$ cat src/hw/rtl/metaball_field_evaluator_defines.svh
// ============================================================================
// Metaball field evaluator assertion macros
// Shared assertion helpers for the field evaluator RTL.
// ============================================================================
`ifndef METABALL_FIELD_EVALUATOR_DEFINES_SVH
`define METABALL_FIELD_EVALUATOR_DEFINES_SVH

`ifndef NO_ASSERTIONS
// Checks that a condition holds at every clock edge outside reset.
`define MFE_ASSERT(label, cond) \
  label: assert property (@(posedge clk) disable iff (rst) (cond)) \
    else $error("assertion failed");
// Checks that a trigger implies a consequence in the same cycle.
`define MFE_IMPLY(label, ante, cons) \
  label: assert property (@(posedge clk) disable iff (rst) (ante) |-> (cons)) \
    else $error("assertion failed");
`else
`define MFE_ASSERT(label, cond)
`define MFE_IMPLY(label, ante, cons)
`endif

`endif

$ cat src/hw/rtl/mfe_pkg.sv
// ============================================================================
// Metaball field evaluator package
// Widths, constants, register indexes and the queue entry type.
// ============================================================================
package mfe_pkg;

  localparam int NUM_BLOB_REGS  = 4;
  localparam int DEF_BLOB_COUNT = 4;
  localparam int NUM_WALLS      = 6;
  localparam int COORD_W        = 16;
  localparam int POS_W          = 48;
  localparam int ENERGY_W       = 16;
  localparam int BLOB_D_W       = 34;
  localparam int WALL_D_W       = 32;
  localparam int FIELD_W        = 32;
  localparam int DIV_STEPS      = 32;
  localparam int QUEUE_DEPTH    = 4;
  localparam int CFG_INDEX_W    = 4;
  localparam logic signed [16:0] WALL_Q88 = 17'sd1728;

  // Configuration register indexes.
  typedef enum logic [CFG_INDEX_W-1:0] {
    REG_BLOB0_POS    = 4'd0,
    REG_BLOB1_POS    = 4'd1,
    REG_BLOB2_POS    = 4'd2,
    REG_BLOB3_POS    = 4'd3,
    REG_BLOB0_ENERGY = 4'd4,
    REG_BLOB1_ENERGY = 4'd5,
    REG_BLOB2_ENERGY = 4'd6,
    REG_BLOB3_ENERGY = 4'd7
  } cfg_reg_t;

  // Squared distances of one sample point, handed from front to back.
  typedef struct packed {
    logic [NUM_BLOB_REGS-1:0][BLOB_D_W-1:0] blob_d;
    logic [NUM_WALLS-1:0][WALL_D_W-1:0]     wall_d;
  } dist_entry_t;

  // Queue status seen by both sides.
  typedef struct packed {
    logic full;
    logic empty;
  } queue_status_t;

endpackage

$ cat src/hw/rtl/mfe_queue.sv
// ============================================================================
// Metaball field evaluator distance queue
// Short FIFO that decouples the front end from the divider back end.
// ============================================================================
`include "metaball_field_evaluator_defines.svh"

module mfe_queue import mfe_pkg::*; #(
  parameter int DEPTH = QUEUE_DEPTH
) (
  input  logic          clk,
  input  logic          rst,
  input  logic          push,
  input  dist_entry_t   push_data,
  input  logic          pop,
  output dist_entry_t   pop_data,
  output queue_status_t status
);

  localparam int PTR_W = (DEPTH > 1) ? $clog2(DEPTH) : 1;

  dist_entry_t      entries [DEPTH];
  logic [PTR_W-1:0] wr_ptr;
  logic [PTR_W-1:0] rd_ptr;
  logic [PTR_W:0]   count;

  assign status.full  = (count == (PTR_W+1)'(DEPTH));
  assign status.empty = (count == '0);
  assign pop_data     = entries[rd_ptr];

  // Pointers and fill count.
  always_ff @(posedge clk) begin
    if (rst) begin
      wr_ptr <= '0;
      rd_ptr <= '0;
      count  <= '0;
    end else begin
      if (push) begin
        wr_ptr <= (wr_ptr == PTR_W'(DEPTH-1)) ? '0 : wr_ptr + 1'b1;
      end
      if (pop) begin
        rd_ptr <= (rd_ptr == PTR_W'(DEPTH-1)) ? '0 : rd_ptr + 1'b1;
      end
      count <= count + (PTR_W+1)'(push) - (PTR_W+1)'(pop);
    end
  end

  // Entry storage.
  always_ff @(posedge clk) begin
    if (push) begin
      entries[wr_ptr] <= push_data;
    end
  end

  `MFE_IMPLY(a_no_push_full, push, !status.full)
  `MFE_IMPLY(a_no_pop_empty, pop, !status.empty)
  `MFE_ASSERT(a_count_range, count <= (PTR_W+1)'(DEPTH))
  `MFE_IMPLY(a_count_step, $past(push && !pop) && !$past(rst), count == $past(count) + 1'b1)

endmodule

$ cat config.mk
export PLATFORM = sky130hd
export DESIGN_NAME = mfe_queue
export DESIGN_NICKNAME = d
export VERILOG_FILES = /design/src/hw/rtl/mfe_pkg.sv /design/src/hw/rtl/mfe_queue.sv
export VERILOG_INCLUDE_DIRS = /design/src /design/src/hw/rtl
export SDC_FILE = /design/constraint.sdc
export NUM_CORES = 1
export LEC_CHECK = 0
export ABC_AREA = 1
export BUFFER_PORTS_ARGS = -buffer_cell sky130_fd_sc_hd__buf_4
export CAP_MARGIN = 10
export CORE_ASPECT_RATIO = 2
export CORE_MARGIN = 8
export CORE_UTILIZATION = 48
export CTS_CLUSTER_DIAMETER = 30
export DETAILED_ROUTE_END_ITERATION = 12
export GPL_TIMING_DRIVEN = 0
export PLACE_DENSITY = 0.68
export SYNTH_ARGS = -nofsm -noshare
export SYNTH_HDL_FRONTEND = slang
export SYNTH_SLANG_ARGS = --single-unit
$ cat constraint.sdc
create_clock -name clk -period 8.37 [get_ports clk]
set_input_delay 0.4185 -clock clk [delete_from_list [all_inputs] [get_ports clk]]
set_output_delay 0.4185 -clock clk [all_outputs]
set_load 0.01 [all_outputs]
== Yosys cells after proc, flatten, opt, wreduce, memory -nomap -nowiden ==
Memories as Yosys holds them, arrays and structs flattened. A register that Yosys moved wholly into a read port is not among the register bits.
Cells that the tools add are included.

* Output and inout bits: 330
* Memories: 1
* Register bits: 7
* RAM bits: 1312
* Word-level logic and storage cells: 18

* Eq/ne operators: 3
* Reduce and logical (&&, ||, !) cells: 1
* $add $sub $neg: 4
* Muxes and demuxes: 6

{| class="wikitable"
|+ Memories
! name !! depth !! bits a word !! rd ports !! clocked after memory_dff !! write ports !! line !! source
|-
| entries || 4 || 328 || 1 || 1 || 1 || mfe_queue.sv:21 || <nowiki>dist_entry_t entries [DEPTH];</nowiki>
|}

{| class="wikitable"
|+ Operators with widths
! operator !! number
|-
| $mux 2 || 4
|-
| $add 2x1->2 const B || 2
|-
| $eq 2x2->1 const B || 2
|-
| $add 3x1->3 || 1
|-
| $eq 3x3->1 const B || 1
|-
| $logic_not 3->1 || 1
|-
| $sub 3x1->3 || 1
|-
| $mux 1 || 2
|}

== Longest topological paths before layout ==
Gate-level depths: netlist of run 1.

* Depth after elaboration: 4
* Mapped depth: 8
* Depth with buffers taken out: 8

== Worst setup path after synthesis of run 1 ==
No wires, ideal clock.

* Kind: input to register
* Start: input push
* End: memory entries[3][0] (netlist bit), enable pin
* Library setup time: 679 ps
* Stages: 3
* Required time: 7691 ps
* Setup slack: 627 ps
* Path buffers: 1
* Arrival time: 7064 ps
* Cells stage by stage: clkbuf_1 > nand2_1 > inv_1

* Word-level cells in the longest chain between the ends: 2

{| class="wikitable"
|+ RTL lines
! item !! line !! source
|-
| start: declaration || mfe_queue.sv:12 || <nowiki>input logic push,</nowiki>
|-
| $mux 1 || mfe_queue.sv:49 || <nowiki>if (push) begin</nowiki>
|-
| $mux 1 (not written as such) || mfe_queue.sv:50 || <nowiki>entries[wr_ptr] <= push_data;</nowiki>
|-
| end: declaration || mfe_queue.sv:21 ||
|}

Every way passes these cells.

==> out/results.ini, run 1 <==
[synthesis]
syn_area_per_cell_um2=13.6
yosysSeqAreaShare_pct=74.9
synth_cell_types=19
ys_seq_elements=1321
yosysTopAreaCell=edfxtp_1
yosys.area.top_type_share_pct=74.5
yosys_warnings=0
ys_top_cells_by_area=edfxtp_1 (75%), o211ai_2 (4.8%), inv_1 (4.8%)
syn_area_um2=52900
syn-num-nets=4226
syn_inst=3886

[worst_setup_path]
cp-end-kind=output port
worstPathCellList=buf_6, buf_2, clkbuf_1, o21ai_0, nand2_1, buf_4
required_ns=7.95
cp_slowest_cell=clkbuf_1
crit_arrival_ns=2.68
rrSetupSlack_ns=5.69
rr_worst_depth=5
crit_end=pop_data[39]
r2r-end=entries[3][229]$_DFFE_PP_
criticalPathCategory=reg2out
r2r-start=wr_ptr[0]$_SDFFE_PP0P_
cp_max_fo=10
cpPeakStageDelay_ns=0.52
start_kind=flip-flop

[cells_and_area]
final_cell_mix=edfxtp_1 (1312), buf_4 (668), inv_1 (667)
drive_above_1_share_pct=25.1
syn2layout_area_growth_pct=28.7
fill_cells=8106
final_util_pct=62.1
final_common_cell=edfxtp_1
nets=5374
multi_input_area_um2=9440
seq_area_um2=39600

[global_route]
overflow=0
grt_pass1_vias=34782
grt_pass1_wl_um=214000
grt_max_degree=101
antenna_found_initial=23
grt_util_all_layers_pct=22.9

[routing]
wl_um=144000
via_per_inst=5.20
detail_route.wl_per_cell_um=21.9
first_pass_iters=5
ant_nets=0
via_count=34154
initialDrtViolationCount=2212
drc=0

[hold_path]
hold_path.class=in2reg

[clock_network]
htreeDepth=4
cts_tree=done
numCtsBuffers=142
clock-root-buffer=clkbuf_16
cts_buffer_depth=3
cts.sinks=1321
path_clk_slew_ns=0.06
clk_latency_ns=0.74
cts_resized=0

[pwr]
p_leak_nw=26.7
powerDensity_nw_per_um2=235
finalPower_mw=16.0
ir_worst_vdd_uv=256

[sta]
max_freq_mhz=322
setup_viol=0
slew_headroom_pct=49.5
finalMaxSlewViolations=0
layout_min_cycle_time_ns=3.10
finClkSkew_ns=0.0329
rsz0062_at_grt=no
tightest_slew_ns=0.757
hold_viol=0
min_period_over_period_pct=37.1

[die]
io-pin-count=662
num_rows=172
die_area_um2=122000
die_w_um=251
core_area_um2=110000
initial_core_util_pct=48.3
die_h_um=485

[job]
drv_cap=0

[placement]
io_buffers=661
dp_hpwl_um=94900
gp_congestion=0.785

[outcome]
status=completed

[how the worst min path moves through the flow]
stage / slack (ns) / endpoint / from / cells past startpoint
after global placement: 0.51 / rd_ptr[0]$_SDFFE_PP0P_ / rd_ptr[0]$_SDFFE_PP0P_ / 2
after detailed placement: 0.51 / rd_ptr[0]$_SDFFE_PP0P_ / rd_ptr[0]$_SDFFE_PP0P_ / 2
after CTS: 0.16 / wr_ptr[1]$_SDFFE_PP0P_ / push / 4
after global routing: 0.23 / wr_ptr[1]$_SDFFE_PP0P_ / push / 4
after floorplan: 0.47 / flip-flop / rd_ptr[0]$_SDFFE_PP0P_ / 2
final: 0.23 / wr_ptr[1]$_SDFFE_PP0P_ / push / 4
[layer usage]
layer	vias to the layer above	track usage (%)	part of all wire, %
li1	15936	-	-
met1	16694	27.8	39
met2	1281	38.8	49
met3	229	7.65	9.1
met4	14	6.77	2.6
met5	-	0	0.058
[cells in the mapped netlist, drive strengths merged]
cell type	count
dfxtp	9
o211ai	328
nor3	2
buf	184
fa	1
xnor2	1
ha	7
o21ai	329
clkbuf	36
nand3	1
nor2	9
a21oi	331
nand2	665
inv	671
edfxtp	1312
[cell type report]
type / instances / share of cell area, %
sequential: 1321 / 58.2
multi-input combinational: 1674 / 13.9
timing repair buffer: 1004 / 12.7
clock buffer: 166 / 5.42
inverter: 671 / 3.75
tap: 1392 / 2.56
buffer: 220 / 1.97
clock inverter: 90 / 1.51
antenna: 26 / 0.0956
[state kept, by name, indices dropped and copies added, names as in the netlist, named ones only]
signal,count
entries,1312
count,3
rd_ptr,2
wr_ptr,2
[what timing repair did]
action / 4_1_cts / 5_1_grt
buffers inserted: 0 / 0
hold buffers: 331 / 0
hold endpoints to repair: 1321 / 0
[where the power goes]
group / internal, mW / total [mW] / switching [mW]
registers: 7.61 / 7.67 / 0.0636
logic: 0.812 / 2.07 / 1.26
clock network: 3.61 / 6.25 / 2.64
total: 12.0 / 16.0 / 3.96
[worst max-delay path: cells and delay by family, from the launching register on]
kind / cells / cell delay, ns
AO/OA/AOI/OAI: 1 / 0.23
buffers and inverters: 4 / 1.24
flip-flops: 1 / 0.32
AND/OR/NAND/NOR: 1 / 0.13
[logic make-up after synthesis]
| kind of cell | synth area share [%] |
|---|---|
| AO/OA/AOI/OAI | 12.8 |
| buffers and inverters | 7.29 |
| XOR/XNOR | 0.0166 |
| AND/OR/NAND/NOR | 4.81 |
| adder cells (fa/ha/maj) | 0.204 |
| flip-flops | 74.9 |
[per-stage QoR]
stage / setup WS (ns) / hold WS, ns / std cells / area (um2) / TNS (ns)
2_1_floorplan: 0.627 / 0.468 / 3886 / 52900 / 0
3_3_place_gp: -5.11 / 0.512 / 5939 / 59600 / -6438.60
3_5_place_dp: 5.35 / 0.507 / 5951 / 59900 / 0
4_1_cts: 5.13 / 0.156 / 6538 / 68000 / 0
5_1_grt: 5.02 / 0.234 / 6549 / 68000 / 0
6_report: 5.27 / 0.226 / 6564 / 68000 / 0
(Power assumes the default switching activity.)
==> run 2, diff against run 1 <==
--- a/config.mk
+++ b/config.mk
@@ -15,7 +15,7 @@
 export CTS_CLUSTER_DIAMETER = 30
 export DETAILED_ROUTE_END_ITERATION = 12
 export GPL_TIMING_DRIVEN = 0
-export PLACE_DENSITY = 0.68
+export PLACE_DENSITY = 0.71
 export SYNTH_ARGS = -nofsm -noshare
 export SYNTH_HDL_FRONTEND = slang
 export SYNTH_SLANG_ARGS = --single-unit
==> constraint.sdc (replaced) <==
create_clock -name clk -period 2.7 [get_ports clk]
set_input_delay 0.135 -clock clk [delete_from_list [all_inputs] [get_ports clk]]
set_output_delay 0.135 -clock clk [all_outputs]
set_load 0.01 [all_outputs]
==> out/results.ini, run 2 (synthesized netlist as in run 1, its figures left out) <==
[outcome]
status=completed

[global_route]
grt_pass1_vias=35700  ; +2.6%
grt_max_degree=66  ; -35%
overflow=0  ; unchanged
grt_pass1_wl_um=219000  ; +2.5%
antenna_found_initial=25  ; +8.7%
grt_util_all_layers_pct=23.7  ; +0.78 points

[clock_network]
clock-root-buffer=clkbuf_16
cts.sinks=1321  ; unchanged
path_clk_slew_ns=0.06  ; about the same
clk_latency_ns=0.77  ; +0.03 ns
htreeDepth=4  ; unchanged
cts_tree=done
cts_buffer_depth=3  ; unchanged
numCtsBuffers=143  ; +0.70%

[job]
drv_cap=0  ; unchanged

[worst_setup_path]
required_ns=2.57  ; -5.38 ns
criticalPathCategory=reg2out
start_kind=flip-flop
r2r-start=wr_ptr[1]$_SDFFE_PP0P_
r2r-end=entries[1][250]$_DFFE_PP_
worstPathCellList=buf_4, buf_2, buf_2, o211ai_1, nand2_2, buf_4
crit_end=pop_data[287]
cp-end-kind=output port
rr_worst_depth=9  ; +4
cpPeakStageDelay_ns=0.35  ; -0.17 ns
cp_max_fo=10  ; unchanged
rrSetupSlack_ns=0.12  ; -5.57 ns
crit_arrival_ns=2.45  ; -0.23 ns
cp_slowest_cell=buf_2

[cells_and_area]
drive_above_1_share_pct=26.5  ; +1.4 points
syn2layout_area_growth_pct=30.4
regMostFlops=entries
nets=5410  ; +0.67%
multi_input_area_um2=9450  ; +0.16%
finalNonFillerCells=6605  ; +0.62%
final_cell_mix=edfxtp_1 (1312), buf_4 (700), inv_1 (665)
reg.largest.list=entries: 1312 flops, count: 3 flops
final_util_pct=63.0  ; +0.86 points
final_common_cell=edfxtp_1
fill_cells=7711  ; -4.9%
largest_reg_flops=1312  ; unchanged
seq_area_um2=39600  ; about the same

[placement]
io_buffers=661  ; unchanged
pre_cts_ws_ns=-0.535  ; -5.89 ns
dp_hpwl_um=100000  ; +5.5%
gp_congestion=0.792  ; +0.97%
dp_cells=5982  ; +0.52%

[hold_path]
hold_path.class=in2reg

[sta]
tightest_slew_ns=0.997  ; +0.240 ns
max_freq_mhz=387
setup_viol=0  ; unchanged
min_period_over_period_pct=95.8
setup_ws_ns=0.114  ; -5.15 ns
finalMaxSlewViolations=0  ; unchanged
finClkSkew_ns=0.0294  ; -0.00345 ns
hold_viol=0  ; unchanged
slew_headroom_pct=33.2  ; -16 points
layout_min_cycle_time_ns=2.59

[routing]
initialDrtViolationCount=2303  ; +4.1%
ant_nets=0  ; unchanged
wl_um=148000  ; +3.0%
detail_route.wl_per_cell_um=22.4  ; +2.4%
first_pass_iters=5  ; unchanged
via_per_inst=5.25  ; +0.99%
via_count=34706  ; +1.6%
drc=0  ; unchanged

[die]
initial_core_util_pct=48.3  ; unchanged
die_w_um=251  ; unchanged
die_area_um2=122000  ; unchanged
num_rows=172  ; unchanged
io-pin-count=662  ; unchanged
die_h_um=485  ; unchanged
core_area_um2=110000  ; unchanged

[pwr]
powerDensity_nw_per_um2=733  ; +210%
ir_worst_vdd_uv=1050  ; +310%
p_leak_nw=27.1  ; +1.6%

[run 2: cell count changes in the layout (fill, tap and decap cells not counted), sizes merged]
cell | before | now
buf | 857 | 884
bufinv | 12 | 15
clkinv | 38 | 59
clkbuf | 202 | 195
diode | 26 | 25
dlygate4sd3 | 331 | 332
clkinvlp | 14 | 22
inv | 697 | 686
[run 2: where the power goes]
group          switching, mW  internal [mW]  total, mW
Combinational           3.99           2.65       6.64
Sequential             0.203           23.6       23.8
Clock                   8.47           11.6       20.1
[run 2: area by class of cell]
class	instances	area share, %
diodes	25	0.0907
plain buffers	220	2.14
clock buffers	155	5.35
clock inverters	108	1.88
inverters	671	3.67
multi-input cells	1674	13.7
flip-flops and latches	1321	57.4
well taps	1392	2.53
repair buffers	1036	13.2
repair inverters	3	0.0218
[run 2: worst min-delay path by stage]
stage | start | cells past startpoint | end | slack [ns]
final | push_data[139] | 2 | entries[0][139]$_DFFE_PP_ | 0.11
after global routing | push_data[180] | 2 | entries[1][180]$_DFFE_PP_ | 0.06
after CTS | push_data[44] | 2 | entries[3][44]$_DFFE_PP_ | 0.03
after detailed placement | push_data[94] | 1 | entries[0][94]$_DFFE_PP_ | 0.34
after global placement | push_data[293] | 1 | entries[1][293]$_DFFE_PP_ | 0.33
after floorplan | rst | 1 | wr_ptr[1]$_SDFFE_PP0P_ | 0.20
[run 2: timing repair]
item	CTS	global route
hold buffers	332	0
resized for setup	63	9
setup endpoints to repair	545	45
gates cloned	3	0
pin swaps	0	0
buffers inserted	3	0
hold endpoints to repair	1321	0
[run 2: metrics by stage]
stage | cell area, um2 | hold WS (ns) | TNS (ns) | total power, mW
floorplan | 52900 | 0.200 | -4238.55 | 27.1
global placement | 59600 | 0.334 | -9997.66 | 30.4
detailed placement | 60500 | 0.337 | -50.17 | 30.4
CTS | 68900 | 0.0309 | 0 | 50.8
global route | 68900 | 0.0559 | -0.00279 | 52.1
finish | 69000 | 0.109 | 0 | 50.5
[run 2: worst max-delay path, delay by kind of cell (launching register included)]
kind | cells | cell delay, ns
compound gates | 1 | 0.16
buf+inv | 4 | 1.04
flops | 1 | 0.30
simple gates | 1 | 0.17
[run 2: per-layer routing]
metal	up-vias	GRT usage, %	wire length, um
met3	247	7.20	13300
met5	-	0	94
met2	1403	41.5	75300
li1	16005	-	-
met1	17035	27.7	55200
met4	16	7.74	3980
